### src/rtl/umrc_pkg.sv
// Shared types and constants for the UDP match, rewrite and checksum block.
// Holds the payload structs, the config bundle and the header and mode codes.
// No dependencies.
package umrc_pkg;

  // Header codes and limits
  localparam logic [15:0] ETH_TYPE_IPV4 = 16'h0800;
  localparam logic [7:0]  IP_PROTO_UDP  = 8'd17;
  localparam logic [3:0]  IP_IHL_PLAIN  = 4'd5;
  localparam logic [15:0] MIN_FRAME_LEN = 16'd42;

  // Mode register codes
  localparam logic [2:0] MODE_OFF      = 3'd0;
  localparam logic [2:0] MODE_PASS     = 3'd1;
  localparam logic [2:0] MODE_DROP     = 3'd2;
  localparam logic [2:0] MODE_RW_PORT  = 3'd3;
  localparam logic [2:0] MODE_REDIRECT = 3'd4;

  // Verdict codes
  localparam logic [1:0] VERDICT_PASS     = 2'd0;
  localparam logic [1:0] VERDICT_DROP     = 2'd1;
  localparam logic [1:0] VERDICT_REDIRECT = 2'd2;

  // Function codes
  localparam logic FUNC_FRAME = 1'b0;
  localparam logic FUNC_READ  = 1'b1;

  // Statistics counter indexes
  localparam int NUM_COUNTERS = 5;
  localparam logic [2:0] CNT_MATCHED  = 3'd0;
  localparam logic [2:0] CNT_BYTES    = 3'd1;
  localparam logic [2:0] CNT_REDIRECT = 3'd2;
  localparam logic [2:0] CNT_PASS     = 3'd3;
  localparam logic [2:0] CNT_DROP     = 3'd4;

  // Register indexes (byte address / 4)
  localparam logic [2:0] REG_MODE       = 3'd0;
  localparam logic [2:0] REG_COLLECT    = 3'd1;
  localparam logic [2:0] REG_MATCH_IP   = 3'd2;
  localparam logic [2:0] REG_MATCH_PORT = 3'd3;
  localparam logic [2:0] REG_NEW_IP     = 3'd4;
  localparam logic [2:0] REG_NEW_PORT   = 3'd5;
  localparam logic [2:0] REG_NEW_TTL    = 3'd6;

  localparam int ADDR_BITS = 5;

  // Checksum accumulator: up to seven 16-bit terms
  localparam int ACC_BITS = 19;

  typedef struct packed {
    logic        func;
    logic [15:0] pkt_len;
    logic [15:0] ethertype;
    logic [3:0]  ip_hdr_words;
    logic [7:0]  ip_proto;
    logic [7:0]  ip_ttl;
    logic [31:0] dest_ip;
    logic [15:0] ip_sum;
    logic [15:0] dest_port;
    logic [15:0] udp_sum;
    logic [2:0]  counter_index;
  } in_item_t;

  typedef struct packed {
    logic [1:0]  verdict;
    logic        matched;
    logic [31:0] out_ip;
    logic [15:0] out_port;
    logic [7:0]  out_ttl;
    logic [15:0] out_ip_sum;
    logic [15:0] out_udp_sum;
    logic [63:0] counter_value;
  } out_item_t;

  typedef struct packed {
    logic [2:0]  mode;
    logic        stats_en;
    logic [31:0] match_ip;
    logic [15:0] match_port;
    logic [31:0] new_ip;
    logic [15:0] new_port;
    logic [7:0]  new_ttl;
  } cfg_t;

  typedef struct packed {
    logic matched;
    logic redirect;
    logic pass;
    logic drop;
  } inc_t;

  // Classified item handed from front to back
  typedef struct packed {
    logic                rd;
    logic [2:0]          cidx;
    logic [1:0]          verdict;
    logic                matched;
    logic [31:0]         out_ip;
    logic [15:0]         out_port;
    logic [7:0]          out_ttl;
    logic [ACC_BITS-1:0] ip_acc;
    logic [ACC_BITS-1:0] udp_acc;
    logic                udp_map;
    logic [15:0]         pkt_len;
    inc_t                inc;
  } cls_t;

endpackage

### src/rtl/umrc_fifo.sv
// Two-entry register queue with queue-style handshake on both sides.
// Payload type is a module parameter; no package dependency.
module umrc_fifo #(
  parameter type T = logic
) (
  input  logic clk,
  input  logic rst,
  input  logic push,
  input  T     din,
  output logic full,
  input  logic pop,
  output T     dout,
  output logic empty
);

  logic [1:0] count;
  logic [1:0] count_mid;
  logic       do_push;
  logic       do_pop;
  T           head;
  T           tail;

  assign full    = (count == 2'd2);
  assign empty   = (count == 2'd0);
  assign do_push = push && !full;
  assign do_pop  = pop && !empty;
  assign count_mid = count - {1'b0, do_pop};
  assign dout    = head;

  // Track occupancy
  always_ff @(posedge clk) begin
    if (rst) begin
      count <= 2'd0;
    end else begin
      count <= count_mid + {1'b0, do_push};
    end
  end

  // Write into the first free slot after the pop, else shift on pop
  always_ff @(posedge clk) begin
    if (do_push && (count_mid == 2'd0)) begin
      head <= din;
    end else if (do_pop) begin
      head <= tail;
    end
    if (do_push && (count_mid != 2'd0)) begin
      tail <= din;
    end
  end

endmodule

### src/rtl/umrc_front.sv
// Front end: qualifies and matches one header, picks the action and
// gathers the checksum terms. Depends on umrc_pkg.
module umrc_front
  import umrc_pkg::*;
(
  input  in_item_t item,
  input  cfg_t     cfg,
  output cls_t     cls
);

  logic        qual;
  logic        ip_ok;
  logic        port_ok;
  logic        rw_ip;
  logic        rw_port;
  logic        rw_ttl;
  logic        udp_add;
  logic        stats;
  logic [15:0] ndip_hi;
  logic [15:0] ndip_lo;
  logic [15:0] nisum;
  logic [15:0] nusum;
  logic [15:0] nport;
  logic [15:0] nttl_word;
  logic [15:0] ttl_word;
  logic [ACC_BITS-1:0] ip32_terms;
  logic [ACC_BITS-1:0] ttl_terms;
  logic [ACC_BITS-1:0] port_terms;

  // Qualify the frame and match destination
  assign ip_ok   = (cfg.match_ip == 32'd0) || (item.dest_ip == cfg.match_ip);
  assign port_ok = (cfg.match_port == 16'd0) || (item.dest_port == cfg.match_port);
  assign qual = (item.func == FUNC_FRAME) &&
                (item.pkt_len >= MIN_FRAME_LEN) &&
                (item.ethertype == ETH_TYPE_IPV4) &&
                (item.ip_hdr_words == IP_IHL_PLAIN) &&
                (item.ip_proto == IP_PROTO_UDP) &&
                (cfg.mode != MODE_OFF) && ip_ok && port_ok;

  // Choose rewrites
  assign rw_ip   = qual && (cfg.mode == MODE_REDIRECT);
  assign rw_port = rw_ip || (qual && (cfg.mode == MODE_RW_PORT) && (cfg.new_port != 16'd0));
  assign rw_ttl  = rw_ip && (cfg.new_ttl != 8'd0) && (cfg.new_ttl != item.ip_ttl);
  assign udp_add = rw_port && (item.udp_sum != 16'd0);
  assign stats   = qual && cfg.stats_en;

  // Complemented old words for the incremental update
  assign ndip_hi   = ~item.dest_ip[31:16];
  assign ndip_lo   = ~item.dest_ip[15:0];
  assign nisum     = ~item.ip_sum;
  assign nusum     = ~item.udp_sum;
  assign nport     = ~item.dest_port;
  assign ttl_word  = ~{item.ip_ttl, item.ip_proto};
  assign nttl_word = {cfg.new_ttl, item.ip_proto};

  assign ip32_terms = ACC_BITS'(ndip_hi) + ACC_BITS'(ndip_lo) +
                      ACC_BITS'(cfg.new_ip[31:16]) + ACC_BITS'(cfg.new_ip[15:0]);
  assign ttl_terms  = ACC_BITS'(ttl_word) + ACC_BITS'(nttl_word);
  assign port_terms = ACC_BITS'(nport) + ACC_BITS'(cfg.new_port);

  // Build the classified record
  always_comb begin
    cls.rd        = (item.func == FUNC_READ);
    cls.cidx      = item.counter_index;
    cls.matched   = qual;
    cls.out_ip    = rw_ip ? cfg.new_ip : item.dest_ip;
    cls.out_port  = rw_port ? cfg.new_port : item.dest_port;
    cls.out_ttl   = rw_ttl ? cfg.new_ttl : item.ip_ttl;
    cls.pkt_len   = item.pkt_len;
    cls.udp_map   = udp_add;

    cls.ip_acc = ACC_BITS'(nisum);
    if (rw_ip) begin
      cls.ip_acc = cls.ip_acc + ip32_terms;
    end
    if (rw_ttl) begin
      cls.ip_acc = cls.ip_acc + ttl_terms;
    end

    cls.udp_acc = ACC_BITS'(nusum);
    if (udp_add && rw_ip) begin
      cls.udp_acc = cls.udp_acc + ip32_terms;
    end
    if (udp_add) begin
      cls.udp_acc = cls.udp_acc + port_terms;
    end

    if (rw_ip) begin
      cls.verdict = VERDICT_REDIRECT;
    end else if (qual && (cfg.mode == MODE_DROP)) begin
      cls.verdict = VERDICT_DROP;
    end else begin
      cls.verdict = VERDICT_PASS;
    end

    cls.inc.matched  = stats;
    cls.inc.redirect = stats && (cfg.mode == MODE_REDIRECT);
    cls.inc.drop     = stats && (cfg.mode == MODE_DROP);
    cls.inc.pass     = stats && ((cfg.mode == MODE_PASS) ||
                       ((cfg.mode == MODE_RW_PORT) && (cfg.new_port != 16'd0)));
  end

endmodule

### src/rtl/umrc_back.sv
// Back end: folds the checksum sums, updates and reads the statistics
// counters and forms the result. Depends on umrc_pkg.
module umrc_back
  import umrc_pkg::*;
#(
  parameter int COUNTER_BITS = 64
) (
  input  logic      clk,
  input  logic      rst,
  input  cls_t      cls,
  input  logic      fire,
  output out_item_t res
);

  logic [COUNTER_BITS-1:0] cnt [NUM_COUNTERS];
  logic [16:0]             ip_f1;
  logic [15:0]             ip_f2;
  logic [16:0]             udp_f1;
  logic [15:0]             udp_f2;
  logic [15:0]             udp_new;

  // Fold the end-around carries twice, then complement
  assign ip_f1  = {1'b0, cls.ip_acc[15:0]} + 17'(cls.ip_acc[ACC_BITS-1:16]);
  assign ip_f2  = ip_f1[15:0] + 16'(ip_f1[16]);
  assign udp_f1 = {1'b0, cls.udp_acc[15:0]} + 17'(cls.udp_acc[ACC_BITS-1:16]);
  assign udp_f2 = udp_f1[15:0] + 16'(udp_f1[16]);
  assign udp_new = (cls.udp_map && (udp_f2 == 16'hffff)) ? 16'hffff : ~udp_f2;

  // Form the result; a counter read zeroes all header fields
  always_comb begin
    res = '0;
    if (cls.rd) begin
      if (cls.cidx < 3'(NUM_COUNTERS)) begin
        res.counter_value = 64'(cnt[cls.cidx]);
      end
    end else begin
      res.verdict     = cls.verdict;
      res.matched     = cls.matched;
      res.out_ip      = cls.out_ip;
      res.out_port    = cls.out_port;
      res.out_ttl     = cls.out_ttl;
      res.out_ip_sum  = ~ip_f2;
      res.out_udp_sum = udp_new;
    end
  end

  // Advance the statistics counters as each item leaves
  always_ff @(posedge clk) begin
    if (rst) begin
      for (int i = 0; i < NUM_COUNTERS; i++) begin
        cnt[i] <= '0;
      end
    end else if (fire) begin
      if (cls.inc.matched) begin
        cnt[CNT_MATCHED] <= cnt[CNT_MATCHED] + COUNTER_BITS'(1);
        cnt[CNT_BYTES]   <= cnt[CNT_BYTES] + COUNTER_BITS'(cls.pkt_len);
      end
      if (cls.inc.redirect) begin
        cnt[CNT_REDIRECT] <= cnt[CNT_REDIRECT] + COUNTER_BITS'(1);
      end
      if (cls.inc.pass) begin
        cnt[CNT_PASS] <= cnt[CNT_PASS] + COUNTER_BITS'(1);
      end
      if (cls.inc.drop) begin
        cnt[CNT_DROP] <= cnt[CNT_DROP] + COUNTER_BITS'(1);
      end
    end
  end

endmodule

### src/rtl/udp_match_rewrite_checksum_top.sv
// Top level: config registers, front classifier, two-entry queues and back end.
// Depends on umrc_pkg, umrc_fifo, umrc_front and umrc_back.
//
//   channel   handshake                 payload      accepted when
//   item      push / full               in_item_t    push && !full
//   result    pop / empty               out_item_t   pop && !empty
//   config    psel penable pwrite ...   pwdata 32b   psel && penable && pwrite
//
// One item per cycle sustained while the result side pops. The classify
// queue registers the front's record, then the back end folds the
// checksums and updates counters into the result queue. Reset clears the
// registers, the counters and both queues. A stalled result side fills
// the result queue, then the classify queue, then raises full.
module udp_match_rewrite_checksum_top
  import umrc_pkg::*;
#(
  parameter int COUNTER_BITS = 64
) (
  input  logic                 clk,
  input  logic                 rst,
  input  logic                 push,
  input  in_item_t             item,
  output logic                 full,
  input  logic                 pop,
  output out_item_t            result,
  output logic                 empty,
  input  logic                 psel,
  input  logic                 penable,
  input  logic                 pwrite,
  input  logic [ADDR_BITS-1:0] paddr,
  input  logic [31:0]          pwdata,
  output logic [31:0]          prdata,
  output logic                 pready
);

  cfg_t      cfg;
  cls_t      cls_in;
  cls_t      cls_head;
  logic      cls_empty;
  logic      res_full;
  logic      fire;
  logic      cfg_wr;
  out_item_t res_in;

  assign pready = 1'b1;
  assign cfg_wr = psel && penable && pwrite && pready;

  // Write the configuration registers
  always_ff @(posedge clk) begin
    if (rst) begin
      cfg <= '0;
    end else if (cfg_wr) begin
      case (paddr[ADDR_BITS-1:2])
        REG_MODE:       cfg.mode       <= pwdata[2:0];
        REG_COLLECT:    cfg.stats_en   <= pwdata[0];
        REG_MATCH_IP:   cfg.match_ip   <= pwdata;
        REG_MATCH_PORT: cfg.match_port <= pwdata[15:0];
        REG_NEW_IP:     cfg.new_ip     <= pwdata;
        REG_NEW_PORT:   cfg.new_port   <= pwdata[15:0];
        REG_NEW_TTL:    cfg.new_ttl    <= pwdata[7:0];
        default: begin
        end
      endcase
    end
  end

  // Read back the configuration registers
  always_comb begin
    case (paddr[ADDR_BITS-1:2])
      REG_MODE:       prdata = 32'(cfg.mode);
      REG_COLLECT:    prdata = 32'(cfg.stats_en);
      REG_MATCH_IP:   prdata = cfg.match_ip;
      REG_MATCH_PORT: prdata = 32'(cfg.match_port);
      REG_NEW_IP:     prdata = cfg.new_ip;
      REG_NEW_PORT:   prdata = 32'(cfg.new_port);
      REG_NEW_TTL:    prdata = 32'(cfg.new_ttl);
      default:        prdata = 32'd0;
    endcase
  end

  umrc_front u_front (
    .item (item),
    .cfg  (cfg),
    .cls  (cls_in)
  );

  umrc_fifo #(.T(cls_t)) u_cls_q (
    .clk   (clk),
    .rst   (rst),
    .push  (push),
    .din   (cls_in),
    .full  (full),
    .pop   (fire),
    .dout  (cls_head),
    .empty (cls_empty)
  );

  // Move one classified item per cycle while the result queue has room
  assign fire = !cls_empty && !res_full;

  umrc_back #(.COUNTER_BITS(COUNTER_BITS)) u_back (
    .clk  (clk),
    .rst  (rst),
    .cls  (cls_head),
    .fire (fire),
    .res  (res_in)
  );

  umrc_fifo #(.T(out_item_t)) u_res_q (
    .clk   (clk),
    .rst   (rst),
    .push  (fire),
    .din   (res_in),
    .full  (res_full),
    .pop   (pop),
    .dout  (result),
    .empty (empty)
  );

  // An accepted item is waiting in the classify queue on the next cycle
  a_push_lands: assert property (@(posedge clk) disable iff (rst)
    push && !full |=> !cls_empty)
    else $error("accepted item missing from classify queue");

  // A counter read result carries no verdict and no match
  a_read_clean: assert property (@(posedge clk) disable iff (rst)
    !empty && (result.counter_value != 64'd0) |->
      (result.verdict == VERDICT_PASS) && !result.matched)
    else $error("counter read result carries frame fields");

  // Redirect and drop verdicts only come from matched frames
  a_verdict_matched: assert property (@(posedge clk) disable iff (rst)
    !empty && ((result.verdict == VERDICT_REDIRECT) ||
               (result.verdict == VERDICT_DROP)) |-> result.matched)
    else $error("verdict on unmatched frame");

endmodule

### config.mk
export PLATFORM = sky130hd
export DESIGN_NAME = udp_match_rewrite_checksum_top
export DESIGN_NICKNAME = d
export VERILOG_FILES = /design/src/rtl/umrc_pkg.sv /design/src/rtl/umrc_fifo.sv /design/src/rtl/umrc_front.sv /design/src/rtl/umrc_back.sv /design/src/rtl/udp_match_rewrite_checksum_top.sv
export SDC_FILE = /design/constraint.sdc
export NUM_CORES = 2
export LEC_CHECK = 0
export ABC_AREA = 1
export ABC_CLOCK_PERIOD_IN_PS = 12200
export BUFFER_PORTS_ARGS = -buffer_cell sky130_fd_sc_hd__buf_2
export CAP_MARGIN = 40
export CORE_ASPECT_RATIO = 0.7
export CORE_MARGIN = 2
export CORE_UTILIZATION = 40
export CTS_BUF_LIST = sky130_fd_sc_hd__clkbuf_4 sky130_fd_sc_hd__clkbuf_8
export DETAILED_ROUTE_END_ITERATION = 16
export HOLD_SLACK_MARGIN = 0.12
export PLACE_DENSITY = 0.63
export SLEW_MARGIN = 30
export SYNTH_ARGS = -nofsm -noshare
export SYNTH_HDL_FRONTEND = slang
export SYNTH_SLANG_ARGS = --single-unit
### constraint.sdc
create_clock -name clk -period 12.2 [get_ports clk]
set_input_delay 0 -clock clk [delete_from_list [all_inputs] [get_ports clk]]
set_output_delay 0 -clock clk [all_outputs]
set_load 0.02 [all_outputs]
==> reports/results.tsv <==
metric	value	unit
status	complete, no violations	
sequential fraction of the synthesis area	49.3	%
clk_lat worst skew	0.93	ns
leak pwr	28.4	nW
Relative slew margins	38.5	%
die area	0.148	sq mm
non-filler cells, final	9647	
Max Cap Violations	0	
Final min period	7.40	ns
Yosys warning total	0	
synth-to-layout area growth	17.6	%
WS Path Type	in2reg	
Total Nets Final	7978	
CTS Root Cell	clkbuf_8	
EDFF count, synth	874	
first-pass GRT wire length	293000	um
Tot GR Track Use	26.0	%
Final period util	60.7	%
Synth Instances	6987	
endpoints failing setup	0	
synth unique cells	66	
initial antenna violation count	6	
vias in the first global route	47900	
largest net degree at the start of global routing	87	
WP data required	12.85	ns
syn_nets	7342	
startpoint class of the critical path	input port	
crit end category	flop	
DRC	0	
placed cells	9072	
Crit Path Max Fanout	5	
Yosys reg bits	989	
CTS tree	built	
Setup TNS	0	ns
grt ovf	0	
CTS clock-pin slew for the worst setup and hold paths	0.07	ns
die height	322	um
Vias/cell	5.41	
layout cells sized above 1	10.5	%
Vias	52200	
total CTS buffers	165	
final wirelength	196000	um
clock tree buffer depth	3	
Post-DP HPWL	145000	um
ys async rst share	0	%
htree depth	4	
Reg2Reg Depth	34	
Max Slew Vio Count	0	
# fillers	13800	
core area	0.143	sq mm
# IOs	370	
drt first-iter violations	5888	
final hold viol count	0	
Die W	459	um
gpl congestion	0.970	
router iterations before antenna repair	9	
Syn Std Cell Area	0.0579	sq mm
Hold Path Class	in2reg	
Num Clock Sinks	989	
CP max stage cell	xor2_1	
critical path's largest stage delay	0.60	ns
Hold Path Cell Cnt	4	
Cell Rows	116	
Clock Skews	0.0494	ns
Syn Area/Cell	8.29	sq um
RSZ-0062 raised after global routing	no	
DRT antenna net count	0	
DR WL/cell	20.4	um
Least-Margin Pin Slew	0.913	ns
CP arrival	8.06	ns
peak supply drop	0.000197	V
Initial Utilization	40.4	%
main flop type after synthesis	edfxtp_1	
PwrDens	235	mW/mm^2
port bufs	366	
Peak Freq	135	MHz
[metal layers]
layer	global-route usage (%)	vias to the layer above	part of all wire, %
met3	6.00	344	11
met5	0	-	0.0071
li1	-	24900	-
met4	9.01	2	3.2
met1	40.9	24400	48
met2	34.1	2451	38
[power breakdown]
| part | switching, mW | internal (mW) | total, mW | leakage [nW] |
|---|---|---|---|---|
| clock | 1.47 | 1.57 | 3.04 | 1.75 |
| sequential | 0.728 | 5.70 | 6.43 | 9.62 |
| combinational | 4.83 | 1.74 | 6.57 | 17.0 |
| total | 7.03 | 9.01 | 16.0 | 28.4 |
[stage by stage]
stage                     hold WS [ns]  area [sq um]  worst slack [ns]  utilization [%]  total power, mW
after floorplan                 0.0712         57900              1.91                -             10.5
after global placement           0.194         61700              5.09             43.0             12.6
after detailed placement         0.198         62100              5.04             43.3             12.9
after CTS                        0.121         68000              5.07             47.4             16.0
after global routing             0.156         68100              4.35             47.5             17.0
final                            0.196         68100              4.80             47.5             16.0
[cells in the mapped netlist (all sizes together), types with 26 or more instances]
library cell / count / share of area, %
xor2: 153 / 2.3
a21oi: 501 / 4.4
inv: 1024 / 6.6
nand2: 1486 / 9.7
dfxtp: 115 / 4.0
buf: 30 / 0.22
clkbuf: 199 / 1.3
a31oi: 28 / 0.30
xnor2: 69 / 1.0
o21a: 27 / 0.35
nand4: 121 / 1.3
o211ai: 82 / 1.1
ha: 149 / 3.2
nor3: 244 / 2.2
nand3: 285 / 2.5
edfxtp: 874 / 45
nor4: 111 / 1.3
fa: 26 / 0.90
o22ai: 29 / 0.31
nor3b: 29 / 0.38
nor2: 672 / 4.5
o21ai: 595 / 5.2
[critical path, delay by kind of cell]
kind	cells	cell delay, ns
AO/OA/AOI/OAI	8	1.93
XOR/XNOR	2	0.73
adder cells (fa/ha/maj)	6	2.23
buffers and inverters	8	1.57
AND/OR/NAND/NOR	14	1.60
[timing repair]
| item | 4_1_cts | 5_1_grt |
|---|---|---|
| endpoints found under the hold margin | 610 | 0 |
| resized for setup | 0 | 0 |
| hold buffers | 257 | 0 |
| buffers inserted | 0 | 0 |
[state kept, by name (all words and copies together), names as in the netlist, named ones only]
signal	cells
u_cls_q.dout	122
cfg	108
u_back.cnt	320
u_cls_q.tail	122
u_cls_q.count	2
u_res_q.tail	155
u_res_q.count	2
u_res_q.dout	155
[final cells by class]
class                           instances  area, sq um  area share (%)
Timing Repair Buffer                  698         5270            7.74
Tap cell                             1888         2360            3.47
Inverter                             1031         3890            5.71
Multi-Input combinational cell       4738        24700            36.3
Clock buffer                          232         2820            4.15
Sequential cell                       989        28600            41.9
Antenna cell                            4         10.0          0.0147
Clock inverter                         67          452           0.663
[worst paths after layout]
check                      to        startpoint  slack, ns
min reg2reg  u_cls_q.dout[71]  u_cls_q.tail[71]       0.51
min          u_cls_q.tail[99]          item[67]       0.20
max reg2reg  u_cls_q.dout[37]          cfg[105]       5.23
max          u_cls_q.dout[57]          item[51]       4.80
[cells in the final DEF (no fill, tap or decap), drive strengths merged, types with 233 or more instances in the layout]
cell and count:
nor2 672, clkbuf 233, buf 440, nand2 1486, dlygate4sd3 257, a21oi 501, nand3 285, edfxtp 874
inv 1032, o21ai 595, nor3 244
[cells by family after synthesis]
kind of cell,share of synthesized area (%)
buf+inv,8.19
compound gates,12.5
other cells,0.00647
xor+xnor,3.36
mux,0.0173
fa+ha+maj,4.12
simple gates,22.5
flops,49.3
Power figures use the tool's default switching activity.
